## src/rtl/woe_pkg.sv

```systemverilog
`default_nettype none
package woe_pkg;
    // Result status codes.
    localparam logic [2:0] ST_OK        = 3'd0;
    localparam logic [2:0] ST_NOT_READY = 3'd1;
    localparam logic [2:0] ST_FAILSAFE  = 3'd2;
    localparam logic [2:0] ST_FIRST     = 3'd3;
    localparam logic [2:0] ST_FAULT     = 3'd4;

    // Configuration register indexes.
    localparam logic REG_FS_ENABLE  = 1'b0;
    localparam logic REG_FAIL_LIMIT = 1'b1;

    // Scale factors of speed and acceleration, and milliseconds to microseconds.
    localparam logic [22:0] SPEED_SCALE = 23'd7131163;
    localparam logic [20:0] ACCEL_SCALE = 21'd2000000;
    localparam logic [9:0]  MS_TO_US    = 10'd1000;

    // Commands from controller to datapath.
    typedef struct packed {
        logic load;        // capture the input word
        logic time_step;   // form intervals and shift time history
        logic spd_start;   // start speed division for current wheel
        logic acc_start;   // start acceleration division for current wheel
        logic spd_save;    // store speed quotient
        logic acc_save;    // store acceleration quotient
        logic commit_ok;   // update totals and previous speed for current wheel
        logic save_prev;   // store speed as previous speed (second sample)
    } t_cmd;

    // Status from datapath to controller.
    typedef struct packed {
        logic div_done;
    } t_sts;
endpackage
`default_nettype wire

```

## src/rtl/woe_div.sv

```systemverilog
`default_nettype none
// Iterative restoring divider: 86-bit magnitude by 64-bit divisor,
// one quotient bit a cycle, result saturated to signed 32 bits.
module woe_div
    import woe_pkg::*;
(
    input  wire         i_clk,
    input  wire         i_rst_n,
    input  wire         i_start,
    input  wire         i_neg,
    input  wire  [85:0] i_mag,
    input  wire  [63:0] i_div,
    output logic        o_done,
    output logic [31:0] o_quot
);
    logic [85:0] r_num;
    logic [63:0] r_rem;
    logic [63:0] r_div;
    logic [6:0]  r_cnt;
    logic        r_busy, r_neg, r_ovf, r_zero, r_dz;
    logic [64:0] n_trial;
    logic [65:0] n_sub;

    // One shift and trial subtract per cycle.
    always_comb begin
        n_trial = {r_rem, r_num[85]};
        n_sub   = {1'b0, n_trial} - {2'b00, r_div};
    end

    always_ff @(posedge i_clk) begin
        if (!i_rst_n) begin
            r_busy <= 1'b0;
            o_done <= 1'b0;
        end else begin
            o_done <= 1'b0;
            if (i_start) begin
                r_busy <= 1'b1;
                r_num  <= i_mag;
                r_rem  <= '0;
                r_div  <= i_div;
                r_cnt  <= 7'd86;
                r_neg  <= i_neg;
                r_ovf  <= 1'b0;
                r_zero <= (i_mag == '0);
                r_dz   <= (i_div == '0);
            end else if (r_busy) begin
                if (r_zero || r_dz) begin
                    r_busy <= 1'b0;
                    o_done <= 1'b1;
                end else begin
                    r_num <= {r_num[84:0], ~n_sub[65]};
                    // The remainder stays below the divisor, so 64 bits hold it.
                    r_rem <= n_sub[65] ? n_trial[63:0] : n_sub[63:0];
                    // Quotient bits above bit 31 mark overflow.
                    if (!n_sub[65] && r_cnt > 7'd32) r_ovf <= 1'b1;
                    r_cnt <= r_cnt - 7'd1;
                    if (r_cnt == 7'd1) begin
                        r_busy <= 1'b0;
                        o_done <= 1'b1;
                    end
                end
            end
        end
    end

    // Saturate and apply sign.
    always_comb begin
        if (r_zero)
            o_quot = '0;
        else if (r_dz || r_ovf)
            o_quot = r_neg ? 32'h8000_0000 : 32'h7FFF_FFFF;
        else if (r_neg)
            o_quot = r_num[31] ? 32'h8000_0000 : (~r_num[31:0] + 32'd1);
        else
            o_quot = r_num[31] ? 32'h7FFF_FFFF : r_num[31:0];
    end
endmodule
`default_nettype wire

```

## src/rtl/woe_datapath.sv

```systemverilog
`default_nettype none
module woe_datapath
    import woe_pkg::*;
#(
    parameter int WHEELS = 4,
    localparam int WW = (WHEELS > 1) ? $clog2(WHEELS) : 1
) (
    input  wire               i_clk,
    input  wire               i_rst_n,
    input  wire  t_cmd        i_cmd,
    output t_sts              o_sts,
    input  wire  [WW-1:0]     i_wheel,
    input  wire  [16*WHEELS-1:0] i_enc,
    input  wire  [31:0]       i_msec,
    input  wire  [9:0]        i_usec,
    input  wire  [63:0]       i_host,
    output logic [31:0]       o_total,
    output logic [31:0]       o_speed,
    output logic [31:0]       o_accel
);
    logic [15:0] r_cur   [WHEELS];
    logic [15:0] r_prev  [WHEELS];
    logic [15:0] r_delta [WHEELS];
    logic [31:0] r_spd   [WHEELS];
    logic [31:0] r_pspd  [WHEELS];
    logic [31:0] r_acc   [WHEELS];
    logic [31:0] r_tot   [WHEELS];
    logic [31:0] r_msec;
    logic [9:0]  r_usec;
    logic [63:0] r_host, r_phost, r_lapse, r_tdiff;
    logic [63:0] r_mcu0, r_mcu1;
    logic [63:0] n_mcu;
    logic        d_start, d_neg, d_done;
    logic [85:0] d_mag;
    logic [63:0] d_div;
    logic [31:0] d_q;
    logic [15:0] w_d;
    logic [15:0] w_absd;
    logic [32:0] w_sd, w_abssd;

    assign n_mcu = {32'd0, r_msec} * {54'd0, MS_TO_US} + {54'd0, r_usec};
    assign w_d   = r_cur[i_wheel] - r_prev[i_wheel];
    assign w_absd = w_d[15] ? (16'd0 - w_d) : w_d;
    assign w_sd  = {r_spd[i_wheel][31], r_spd[i_wheel]}
                 - {r_pspd[i_wheel][31], r_pspd[i_wheel]};
    assign w_abssd = w_sd[32] ? (33'd0 - w_sd) : w_sd;

    // Operand selection for the shared divider.
    always_comb begin
        d_start = i_cmd.spd_start | i_cmd.acc_start;
        if (i_cmd.acc_start) begin
            d_neg = w_sd[32];
            d_mag = 86'({53'd0, w_abssd} * {65'd0, ACCEL_SCALE});
            d_div = r_tdiff;
        end else begin
            d_neg = w_d[15];
            d_mag = 86'({70'd0, w_absd} * {63'd0, SPEED_SCALE});
            d_div = r_lapse;
        end
    end

    woe_div u_div (
        .i_clk(i_clk), .i_rst_n(i_rst_n), .i_start(d_start), .i_neg(d_neg),
        .i_mag(d_mag), .i_div(d_div), .o_done(d_done), .o_quot(d_q)
    );
    assign o_sts.div_done = d_done;

    // Sample capture, history and per-wheel state.
    always_ff @(posedge i_clk) begin
        if (!i_rst_n) begin
            for (int i = 0; i < WHEELS; i++) r_tot[i] <= '0;
        end else begin
            if (i_cmd.load) begin
                for (int i = 0; i < WHEELS; i++) r_cur[i] <= i_enc[16*i +: 16];
                r_msec <= i_msec;
                r_usec <= i_usec;
                r_host <= i_host;
            end
            if (i_cmd.time_step) begin
                r_lapse <= r_host - r_phost;
                r_tdiff <= n_mcu - r_mcu0;
                r_mcu0  <= r_mcu1;
                r_mcu1  <= n_mcu;
                r_phost <= r_host;
            end
            if (i_cmd.spd_save) begin
                r_spd[i_wheel]   <= d_q;
                r_delta[i_wheel] <= w_d;
                r_prev[i_wheel]  <= r_cur[i_wheel];
            end
            if (i_cmd.acc_save) r_acc[i_wheel] <= d_q;
            // The speed quotient arrives in the same cycle as its save.
            if (i_cmd.save_prev) r_pspd[i_wheel] <= d_q;
            if (i_cmd.commit_ok) begin
                r_tot[i_wheel]  <= r_tot[i_wheel] + {{16{r_delta[i_wheel][15]}},
                                                     r_delta[i_wheel]};
                r_pspd[i_wheel] <= r_spd[i_wheel];
            end
        end
    end

    // The total shown already includes the delta of the current sample.
    assign o_total = r_tot[i_wheel] + {{16{r_delta[i_wheel][15]}}, r_delta[i_wheel]};
    assign o_speed = r_spd[i_wheel];
    assign o_accel = r_acc[i_wheel];
endmodule
`default_nettype wire

```

## src/rtl/woe_ctrl.sv

```systemverilog
`default_nettype none
module woe_ctrl
    import woe_pkg::*;
#(
    parameter int WHEELS = 4,
    localparam int WW = (WHEELS > 1) ? $clog2(WHEELS) : 1
) (
    input  wire          i_clk,
    input  wire          i_rst_n,
    input  wire          i_valid,
    output logic         o_ready,
    input  wire  [3:0]   i_sstat,
    input  wire          i_fs_en,
    input  wire  [7:0]   i_limit,
    output t_cmd         o_cmd,
    input  wire  t_sts   i_sts,
    output logic [WW-1:0] o_wheel,
    output logic         o_ovalid,
    input  wire          i_oready,
    output logic [2:0]   o_status,
    output logic [3:0]   o_fault,
    output logic         o_ok,
    output logic         o_last
);
    localparam logic [2:0] S_IDLE = 3'd0, S_TIME = 3'd1, S_SPD = 3'd2,
                           S_SPDW = 3'd3, S_ACC = 3'd4, S_ACCW = 3'd5,
                           S_OUT = 3'd6;
    localparam logic [WW-1:0] LASTW = WW'(WHEELS - 1);

    logic [2:0]    r_state;
    logic [WW-1:0] r_wheel;
    logic [7:0]    r_bad;
    logic          r_latch;
    logic [1:0]    r_good;
    logic          n_out_free;
    logic [7:0]    n_bad;

    assign n_out_free = !o_ovalid || i_oready;
    assign o_ready = (r_state == S_IDLE) && n_out_free;
    assign o_wheel = r_wheel;
    assign n_bad = (r_bad == 8'hFF) ? r_bad : r_bad + 8'd1;

    // Commands decoded from the state.
    always_comb begin
        o_cmd = '0;
        o_cmd.load      = i_valid && o_ready;
        o_cmd.time_step = (r_state == S_TIME);
        o_cmd.spd_start = (r_state == S_SPD);
        o_cmd.spd_save  = (r_state == S_SPDW) && i_sts.div_done;
        o_cmd.acc_start = (r_state == S_ACC);
        o_cmd.acc_save  = (r_state == S_ACCW) && i_sts.div_done;
        o_cmd.save_prev = (r_state == S_SPDW) && i_sts.div_done && (r_good == 2'd2);
        o_cmd.commit_ok = (r_state == S_OUT) && n_out_free;
    end

    always_ff @(posedge i_clk) begin
        if (!i_rst_n) begin
            r_state  <= S_IDLE;
            r_wheel  <= '0;
            r_bad    <= '0;
            r_latch  <= 1'b0;
            r_good   <= '0;
            o_ovalid <= 1'b0;
            o_status <= ST_OK;
            o_fault  <= '0;
            o_ok     <= 1'b0;
            o_last   <= 1'b0;
        end else begin
            if (o_ovalid && i_oready) o_ovalid <= 1'b0;
            unique case (r_state)
                S_IDLE: begin
                    if (i_valid && n_out_free) begin
                        o_fault <= '0;
                        o_ok    <= 1'b0;
                        o_last  <= 1'b1;
                        if (i_fs_en && r_latch) begin
                            o_ovalid <= 1'b1;
                            o_status <= ST_FAILSAFE;
                        end else if (i_sstat != 4'd0) begin
                            r_bad    <= n_bad;
                            o_ovalid <= 1'b1;
                            if (n_bad < i_limit) begin
                                o_status <= ST_FAULT;
                                o_fault  <= i_sstat;
                            end else begin
                                r_latch  <= 1'b1;
                                o_status <= ST_FAILSAFE;
                            end
                        end else begin
                            r_bad   <= '0;
                            if (r_good != 2'd3) r_good <= r_good + 2'd1;
                            r_wheel <= '0;
                            r_state <= S_TIME;
                        end
                    end
                end
                S_TIME: r_state <= S_SPD;
                S_SPD:  r_state <= S_SPDW;
                S_SPDW: begin
                    if (i_sts.div_done) begin
                        if (r_good == 2'd3) r_state <= S_ACC;
                        else if (r_wheel == LASTW) begin
                            r_state  <= S_IDLE;
                            r_wheel  <= '0;
                            o_ovalid <= 1'b1;
                            o_status <= (r_good == 2'd1) ? ST_FIRST : ST_NOT_READY;
                        end else begin
                            r_wheel <= r_wheel + WW'(1);
                            r_state <= S_SPD;
                        end
                    end
                end
                S_ACC:  r_state <= S_ACCW;
                S_ACCW: if (i_sts.div_done) r_state <= S_OUT;
                S_OUT: begin
                    if (n_out_free) begin
                        o_ovalid <= 1'b1;
                        o_status <= ST_OK;
                        o_ok     <= 1'b1;
                        o_last   <= (r_wheel == LASTW);
                        if (r_wheel == LASTW) r_state <= S_IDLE;
                        else begin
                            r_wheel <= r_wheel + WW'(1);
                            r_state <= S_SPD;
                        end
                    end
                end
                default: r_state <= S_IDLE;
            endcase
        end
    end

    // Controller checks.
    a_ready_idle: assert property (@(posedge i_clk) disable iff (!i_rst_n)
        o_ready |-> r_state == S_IDLE) else $error("ready outside idle");
    a_bad_clear: assert property (@(posedge i_clk) disable iff (!i_rst_n)
        (r_state == S_TIME) |-> r_bad == 8'd0) else $error("bad count kept");
    a_good_ok: assert property (@(posedge i_clk) disable iff (!i_rst_n)
        (o_ovalid && o_ok) |-> r_good == 2'd3) else $error("early ok result");
endmodule
`default_nettype wire

```

## src/rtl/wheel_odometry_speed_estimator.sv

```systemverilog
// Wheel odometry speed estimator.
// Input words arrive on s_axis (tvalid/tready/tdata/tuser); tuser holds the
// sensor status, tdata holds the wheel counts, msec, usec and host time.
// Results leave on m_axis; tuser holds status, fault code and wheel index,
// tdata holds total, speed and acceleration, tlast marks the last word.
// Configuration: i_cfg_valid/o_cfg_ready with index and data; register 0 is
// failsafe enable, register 1 the fail limit. Write only while idle.
// A bad or blocked sample gives its word in the cycle after accept.
// A good sample runs WHEELS speed divisions and, once the history is full,
// WHEELS acceleration divisions on one shared bit-serial divider; a
// division whose numerator or divisor is zero ends without iterating.
// One sample is in flight at a time; a new word is taken once the output
// register is free. Reset clears the counters, latch, totals and outputs.
// A stalled receiver holds the result word and stops the sequence.
`default_nettype none
module wheel_odometry_speed_estimator
    import woe_pkg::*;
#(
    parameter int WHEELS = 4,
    localparam int WW = (WHEELS > 1) ? $clog2(WHEELS) : 1,
    localparam int DW = ((16*WHEELS + 106 + 7) / 8) * 8
) (
    input  wire           i_clk,
    input  wire           i_rst_n,
    input  wire           s_axis_tvalid,
    output logic          s_axis_tready,
    // enc_wheel0..N-1, stamp_msec, stamp_usec, host_time_us
    input  wire  [DW-1:0] s_axis_tdata,
    // sensor_status
    input  wire  [3:0]    s_axis_tuser,
    output logic          m_axis_tvalid,
    input  wire           m_axis_tready,
    // encoder_total, speed, acceleration
    output logic [95:0]   m_axis_tdata,
    // status, fault_code, wheel_index
    output logic [8:0]    m_axis_tuser,
    output logic          m_axis_tlast,
    input  wire           i_cfg_valid,
    output logic          o_cfg_ready,
    input  wire           i_cfg_index,
    input  wire  [7:0]    i_cfg_data
);
    localparam int EW = 16*WHEELS;
    logic          r_fs_en;
    logic [7:0]    r_limit;
    t_cmd          w_cmd;
    t_sts          w_sts;
    logic [WW-1:0] w_wheel, r_owheel;
    logic [2:0]    w_status;
    logic [3:0]    w_fault;
    logic          w_ok;
    logic [31:0]   w_tot, w_spd, w_acc;
    logic [95:0]   r_odata;

    // Configuration registers.
    assign o_cfg_ready = 1'b1;
    always_ff @(posedge i_clk) begin
        if (!i_rst_n) begin
            r_fs_en <= 1'b1;
            r_limit <= 8'd10;
        end else if (i_cfg_valid) begin
            unique case (i_cfg_index)
                REG_FS_ENABLE:  r_fs_en <= i_cfg_data[0];
                REG_FAIL_LIMIT: r_limit <= i_cfg_data;
                default: ;
            endcase
        end
    end

    woe_ctrl #(.WHEELS(WHEELS)) u_ctrl (
        .i_clk(i_clk), .i_rst_n(i_rst_n), .i_valid(s_axis_tvalid),
        .o_ready(s_axis_tready), .i_sstat(s_axis_tuser), .i_fs_en(r_fs_en),
        .i_limit(r_limit), .o_cmd(w_cmd), .i_sts(w_sts), .o_wheel(w_wheel),
        .o_ovalid(m_axis_tvalid), .i_oready(m_axis_tready), .o_status(w_status),
        .o_fault(w_fault), .o_ok(w_ok), .o_last(m_axis_tlast)
    );

    woe_datapath #(.WHEELS(WHEELS)) u_dp (
        .i_clk(i_clk), .i_rst_n(i_rst_n), .i_cmd(w_cmd), .o_sts(w_sts),
        .i_wheel(w_wheel), .i_enc(s_axis_tdata[EW-1:0]),
        .i_msec(s_axis_tdata[EW +: 32]), .i_usec(s_axis_tdata[EW+32 +: 10]),
        .i_host(s_axis_tdata[EW+42 +: 64]), .o_total(w_tot), .o_speed(w_spd),
        .o_accel(w_acc)
    );

    // Output payload captured with the ok word.
    always_ff @(posedge i_clk) begin
        if (w_cmd.commit_ok) begin
            r_odata  <= {w_acc, w_spd, w_tot};
            r_owheel <= w_wheel;
        end
    end

    assign m_axis_tdata = w_ok ? r_odata : '0;
    assign m_axis_tuser = {w_ok ? 2'(r_owheel) : 2'd0, w_fault, w_status};
endmodule
`default_nettype wire

```

## config.mk

```make
export PLATFORM = sky130hd
export DESIGN_NAME = wheel_odometry_speed_estimator
export DESIGN_NICKNAME = d
export VERILOG_FILES = /design/src/rtl/woe_pkg.sv /design/src/rtl/woe_div.sv /design/src/rtl/woe_datapath.sv /design/src/rtl/woe_ctrl.sv /design/src/rtl/wheel_odometry_speed_estimator.sv
export SDC_FILE = /design/constraint.sdc
export NUM_CORES = 2
export LEC_CHECK = 0
export ABC_AREA = 1
export BUFFER_PORTS_ARGS = -buffer_cell sky130_fd_sc_hd__buf_2
export CAP_MARGIN = 10
export CORE_MARGIN = 4
export CORE_UTILIZATION = 50
export DETAILED_ROUTE_END_ITERATION = 7
export HOLD_SLACK_MARGIN = 0.12
export PLACE_DENSITY = 0.66
export SETUP_SLACK_MARGIN = 0.02
export SKIP_LAST_GASP = 1
export SYNTH_ARGS = -nofsm -noshare
export SYNTH_HDL_FRONTEND = slang
export SYNTH_SLANG_ARGS = --single-unit
```

## constraint.sdc

```tcl
create_clock -name i_clk -period 36 [get_ports i_clk]
set_clock_uncertainty 0.2 [all_clocks]
set_input_delay 9 -clock i_clk [delete_from_list [all_inputs] [get_ports i_clk]]
set_output_delay 9 -clock i_clk [all_outputs]
set_load 0.01 [all_outputs]
```

# Yosys cells after proc, flatten, opt, wreduce, memory -nomap -nowiden
# Memories as Yosys holds them, arrays and structs flattened. A register that Yosys moved wholly into a read port is not among the register bits.
# Cells that the tools add are included.
# word_totals
register_bits	786
latch_bits	0
ramBits	704
mem_bits_ro	0
in_bits	194
output_inout_bits	109
wordCells	242
n_memories	7
# classes
add_sub_neg	14
multipliers	3
div	0
order_cmp	2
n_eq_ne	24
shift	0
muxes	110
bitwise_logic	10
n_reduce_logical	40
# mem_list
name	depth	word_bits	read_ports	rd_clocked_by_memory_dff	write_ports	line	rtl
u_dp.r_acc	4	32	1	1	1	woe_datapath.sv:26	logic [31:0] r_acc [WHEELS];
u_dp.r_pspd	4	32	1	1	1	woe_datapath.sv:25	logic [31:0] r_pspd [WHEELS];
u_dp.r_spd	4	32	1	1	1	woe_datapath.sv:24	logic [31:0] r_spd [WHEELS];
u_dp.r_tot	4	32	1	1	4	woe_datapath.sv:27	logic [31:0] r_tot [WHEELS];
u_dp.r_cur	4	16	1	1	4	woe_datapath.sv:21	logic [15:0] r_cur [WHEELS];
u_dp.r_delta	4	16	1	1	1	woe_datapath.sv:23	logic [15:0] r_delta [WHEELS];
1 more memories	-	-	-	-	-	-	
# ops
op	count
$mux W86	3
$mux W64	4
$mux W32	7
$sub A64 B64 Y64	2
$mux W96	1
$logic_not A86 Y1	1
$sub A65 B64 Y66	1
$logic_not A64 Y1	1
$mux W54	1
$mux W2	24
$mul A33 B14 Y47 const B	1
$mux W3	15
$add A42 B10 Y43	1
$mul A16 B23 Y39 const B	1
$mul A32 B7 Y39 const B	1
$mux W1	39
$mux W33	1
$sub A1 B33 Y33 const A	1
$sub A32 B32 Y33	1
$add A32 B1 Y32 const B	1
$add A32 B32 Y32	1
$not A32 Y32	1
$reduce_or A32 Y1	1
$mux W31	1
43 further kinds	92

# Logic depth before layout (Yosys ltp)
# logic_depth
ltp_word	8
depth_mapped	58
depth_no_buf	53

# Modules after synthesis
# From an unflattened synthesis, not the netlist that was laid out.
# hier_totals
hier_cells	10481
area_unflattened_um2	95201.3
# modules_own_cells
module	n_inst	cells_per_inst	area_per_inst_um2	seq_area_each_um2
woe_datapath	1	7337	72121.7	32671.3
woe_div	1	2543	17266.6	6796.5
wheel_odometry_speed_estimator	1	360	4129.0	3123.0
woe_ctrl	1	241	1684.1	520.5

# Worst setup path before layout
# Ideal clock, no wire load.
# synth_timing
path_kind	input-to-reg
start	input port i_rst_n
end	register u_dp.r_lapse[0] (enable)
setup_ns	1.257
arrival_ns	28.187
required_ns	34.543
path_slack_ns	6.356
cell_stages	3
path_buffers	1
cell_sequence	clkbuf_1 inv_2 nor3_1
# synth_between
elab_chain_len	1
# synth_lines
item	line	rtl
start, declared	wheel_odometry_speed_estimator.sv:24	input wire i_rst_n,
$reduce_and A2 Y1 (no line)	-	
end signal, assigned	woe_datapath.sv:80	r_lapse <= r_host - r_phost;
end, declared	woe_datapath.sv:30	logic [63:0] r_host, r_phost, r_lapse, r_tdiff;
# Every way passes these cells.
# A chain may end at the register's enable or synchronous reset.

# Worst setup path after layout
# layout_timing
start	input port m_axis_tready
end	output port s_axis_tready
# layout_between
elab_chain_len	2
# layout_lines
item	line	rtl
start, declared	wheel_odometry_speed_estimator.sv:32	input wire m_axis_tready,
$logic_or A1 B1 Y1	woe_ctrl.sv:38	assign n_out_free = !o_ovalid || i_oready;
$logic_and A1 B1 Y1	woe_ctrl.sv:39	assign o_ready = (r_state == S_IDLE) && n_out_free;
end, declared	wheel_odometry_speed_estimator.sv:26	output logic s_axis_tready,
# Every way passes these cells.

==> impl_metrics.csv <==
group,metric,value,unit
setup_path,crit_buf_inv,2,
synthesis,postSynthNetCount,12000,
cts,cts-resized-gates,0,
floorplanning,initial_core_util,50.4,%
cts,cts_buffers,156,
global_routing,gr-usage-all-layers,25.4,%
floorplanning,pin_count,303,
timing,slew_headroom,22.1,%
cts,clk_pin_slew_worst_paths,0.06,ns
cts,clockBufferDepth,3,
setup_path,worstPathCellList,"buf_2 -> nor2_1 -> nor2_1 -> buf_2",
floorplanning,dieArea,199000,µm²
synthesis,ys_async_sr_fraction,0,%
setup_path,cp-end-kind,"output pin",
timing,min_period,18.88,ns
drt,viasPerCell,5.34,
setup_path,r2r_slack,24.22,ns
timing,rsz0062_at_grt,"no",
synthesis,synth_cell_types,70,
synthesis,synth-edff-count,1411,
place,port-buffer-count,295,
setup_path,max_stage_delay,0.34,ns
cts,htreeDepth,4,
setup_path,rr_endpoint,"u_dp.u_div.r_zero",
cells_and_area,drive_above_1_share,6.58,%
global_routing,grt_overflow_total,0,
min_path,min-delay-start,"u_dp.r_mcu1[22]",
timing,worst_slew_pin_slew,1.17,ns
global_routing,antenna_found_initial,2,
cells_and_area,fillerInstances,17400,
drt,wl_per_cell,18.5,µm
drt,antenna_left,0,
synthesis,ys_seq_area_share,45.0,%
drt,vias,73300,
cts,clk_latency,0.82,ns
synthesis,yosysTopAreaCell,"edfxtp_1",
cells_and_area,nets,12300,
synthesis,ys_warn_count,0,
timing,setup_tns,0,ns
min_path,min_to,"u_dp.r_mcu0[22]",
floorplanning,die_width,446,µm
setup_path,worst-path-max-fanout,5,
cells_and_area,seqCellArea,43200,µm²
cts,clock-sinks,1450,
timing,fin_crit_sh,52.4,%
global_routing,grt_pass1_vias,73200,
run,maxCapViolCount,0,
cts,cts_tree,"done",
setup_path,cp_slowest_cell,"nor2_1",
place,dp_hpwl,194,mm
synthesis,syn_inst,10800,
place,gp_congestion,0.949,
synthesis,synth_top_area_share,44.1,%
drt,drtIter0Drc,5352,
setup_path,cp_data_arrival_time,9.68,ns
cts,cts_root_buf,"clkbuf_16",
cells_and_area,multiInputGateArea,45100,µm²
setup_path,startpoint_type,"input pin",
synthesis,avgSynthCellArea,8.88,µm²
min_path,hold_depth,0,
setup_path,cp.depth,4,
global_routing,grt_pass1_wl,399,mm
floorplanning,die_h,446,µm
timing,timing.fmax,53.0,MHz
cells_and_area,area_growth,9.98,%
floorplanning,design.core.area,191000,µm²
floorplanning,row_count,160,
drt,drc,0,
min_path,hold_class,"flip-flop to flip-flop",
synthesis,ys_top_cells_by_area,"edfxtp_1 (44%), ha_1 (8.8%), nand2_1 (8.7%)",
setup_path,crit_type,"input pin to output pin",
synthesis,ys.flop_type,"edfxtp_1",
outcome,status,"completed",
setup_path,r2r_cells,40,
timing,finalHoldViolCount,0,
timing,setup_violations,0,
cts,cts_setup_buffers,0,
setup_path,cp.required,26.80,ns
setup_path,critPathTopFamily,"simple AND/OR/NAND/NOR gates",
drt,first_pass_iters,7,
synthesis,synth_area,96000,µm²
synthesis,ys_ff_latch,1450,
cts,cts_hold_buf,0,
timing,final-max-slew-violation-count,0,
global_routing,grt_max_degree,149,
drt,drt_wl_total,254,mm
## layout by cell type, fill, tap and decap left out, types with 16 or more instances in the layout
cell and n:
a21boi_0 24, a21o_1 35, a21oi_1 578, a31oi_1 75
a32o_1 45, buf_2 295, buf_4 68, clkbuf_1 16
clkbuf_16 157, clkinv_1 40, clkinv_2 28, dfxtp_1 35
edfxtp_1 1411, fa_1 332, ha_1 672, inv_1 1813
inv_2 20, mux2i_1 28, nand2_1 2226, nand2_2 35
nand3_1 391, nand3b_1 45, nand4_1 103, nor2_1 1260
nor2_2 19, nor3_1 100, nor4_1 35, o211ai_1 19
o21ai_0 641, o21ai_1 17, o21bai_1 51, o22ai_1 128
xnor2_1 110, xor2_1 192
## worst register-to-register path, delay by kind of cell, from the launching register on
kind / cells / cell delay, ns
fa+ha+maj: 8 / 3.57
flops: 1 / 0.61
xor+xnor: 2 / 0.93
simple gates: 14 / 1.62
buf+inv: 8 / 2.30
compound gates: 8 / 2.37
## final cells by class
type / instances / area share (%)
timing repair buffer: 364 / 1.90
inverter: 1841 / 6.57
tap: 2511 / 2.98
multi-input combinational: 7283 / 42.7
sequential: 1450 / 40.9
clock inverter: 117 / 1.19
antenna: 2 / 0.00474
clock buffer: 173 / 3.78
## routing by layer
layer | global-route usage, % | vias to the layer above | wire length [µm]
li1 | - | 36400 | -
met1 | 31.7 | 34900 | 106000
met2 | 45.7 | 1712 | 128000
met3 | 2.46 | 372 | 10600
met4 | 9.24 | 0 | 9560
met5 | 0 | - | 0
## sequential cells by signal, summed over array words and instances, names as in the netlist, 86 cells and up, named ones only
register and count:
r_odata 96, u_dp.r_spd 128, u_dp.r_pspd 128, u_dp.r_acc 128
u_dp.u_div.r_num 86, u_dp.r_tot 128
## cell usage after synthesis (14+ instances only)
library cell and count:
a32o_1 45, nand4_1 103, xor2_1 192, o21bai_1 51
o21ai_0 641, o21ai_1 17, nor2_1 1276, a21o_1 35
nor4_1 35, ha_1 672, clkbuf_1 193, a21boi_0 24
buf_1 14, o22ai_1 128, nor3_1 101, inv_2 19
xnor2_1 110, mux2i_1 28, a21oi_1 578, nand2_2 32
inv_1 1817, nor2_2 15, buf_2 17, nand2_1 2231
edfxtp_1 1411, o211ai_1 19, nand3b_1 45, o21a_1 15
a31oi_1 75, nand3_1 391, dfxtp_1 39, fa_1 332
## stage by stage
step | cells | hold slack, ns | instance area, µm² | utilization [%] | setup slack [ns]
CTS | 13700 | 0.198 | 106000 | 55.4 | 17.12
finish | 13700 | 0.206 | 106000 | 55.4 | 17.12
global route | 13700 | 0.213 | 106000 | 55.4 | 17.05
floorplan | 10800 | 0.200 | 96000 | - | 6.36
global placement | 13400 | 0.201 | 100000 | 52.6 | 17.11
detailed placement | 13400 | 0.205 | 100000 | 52.6 | 17.12
## kinds of logic (layout without fill, tap and decap cells)
| kind of cell | Yosys count | count (layout) | share of synthesized area [%] |
|---|---|---|---|
| XOR/XNOR | 306 | 306 | 2.85 |
| buffers and inverters | 2078 | 2495 | 8.24 |
| AND/OR/NAND/NOR | 4270 | 4270 | 18.2 |
| adder cells (fa/ha/maj) | 1004 | 1004 | 15.7 |
| AO/OA/AOI/OAI | 1673 | 1673 | 9.77 |
| other | 1 | 3 | 0.00391 |
| multiplexers | 29 | 29 | 0.304 |
| flip-flops | 1450 | 1450 | 45.0 |
## worst max path at each step
stage                  startpoint              end  slack (ns)
floorplan                 i_rst_n  u_dp.r_lapse[0]        6.36
global placement    m_axis_tready    s_axis_tready       17.11
detailed placement  m_axis_tready    s_axis_tready       17.12
CTS                 m_axis_tready    s_axis_tready       17.12
global route        m_axis_tready    s_axis_tready       17.05
finish              m_axis_tready    s_axis_tready       17.12
Power is left out: the tool's default activity adds up to more than one toggle a clock period on the data nets, which glitch-free logic cannot reach.
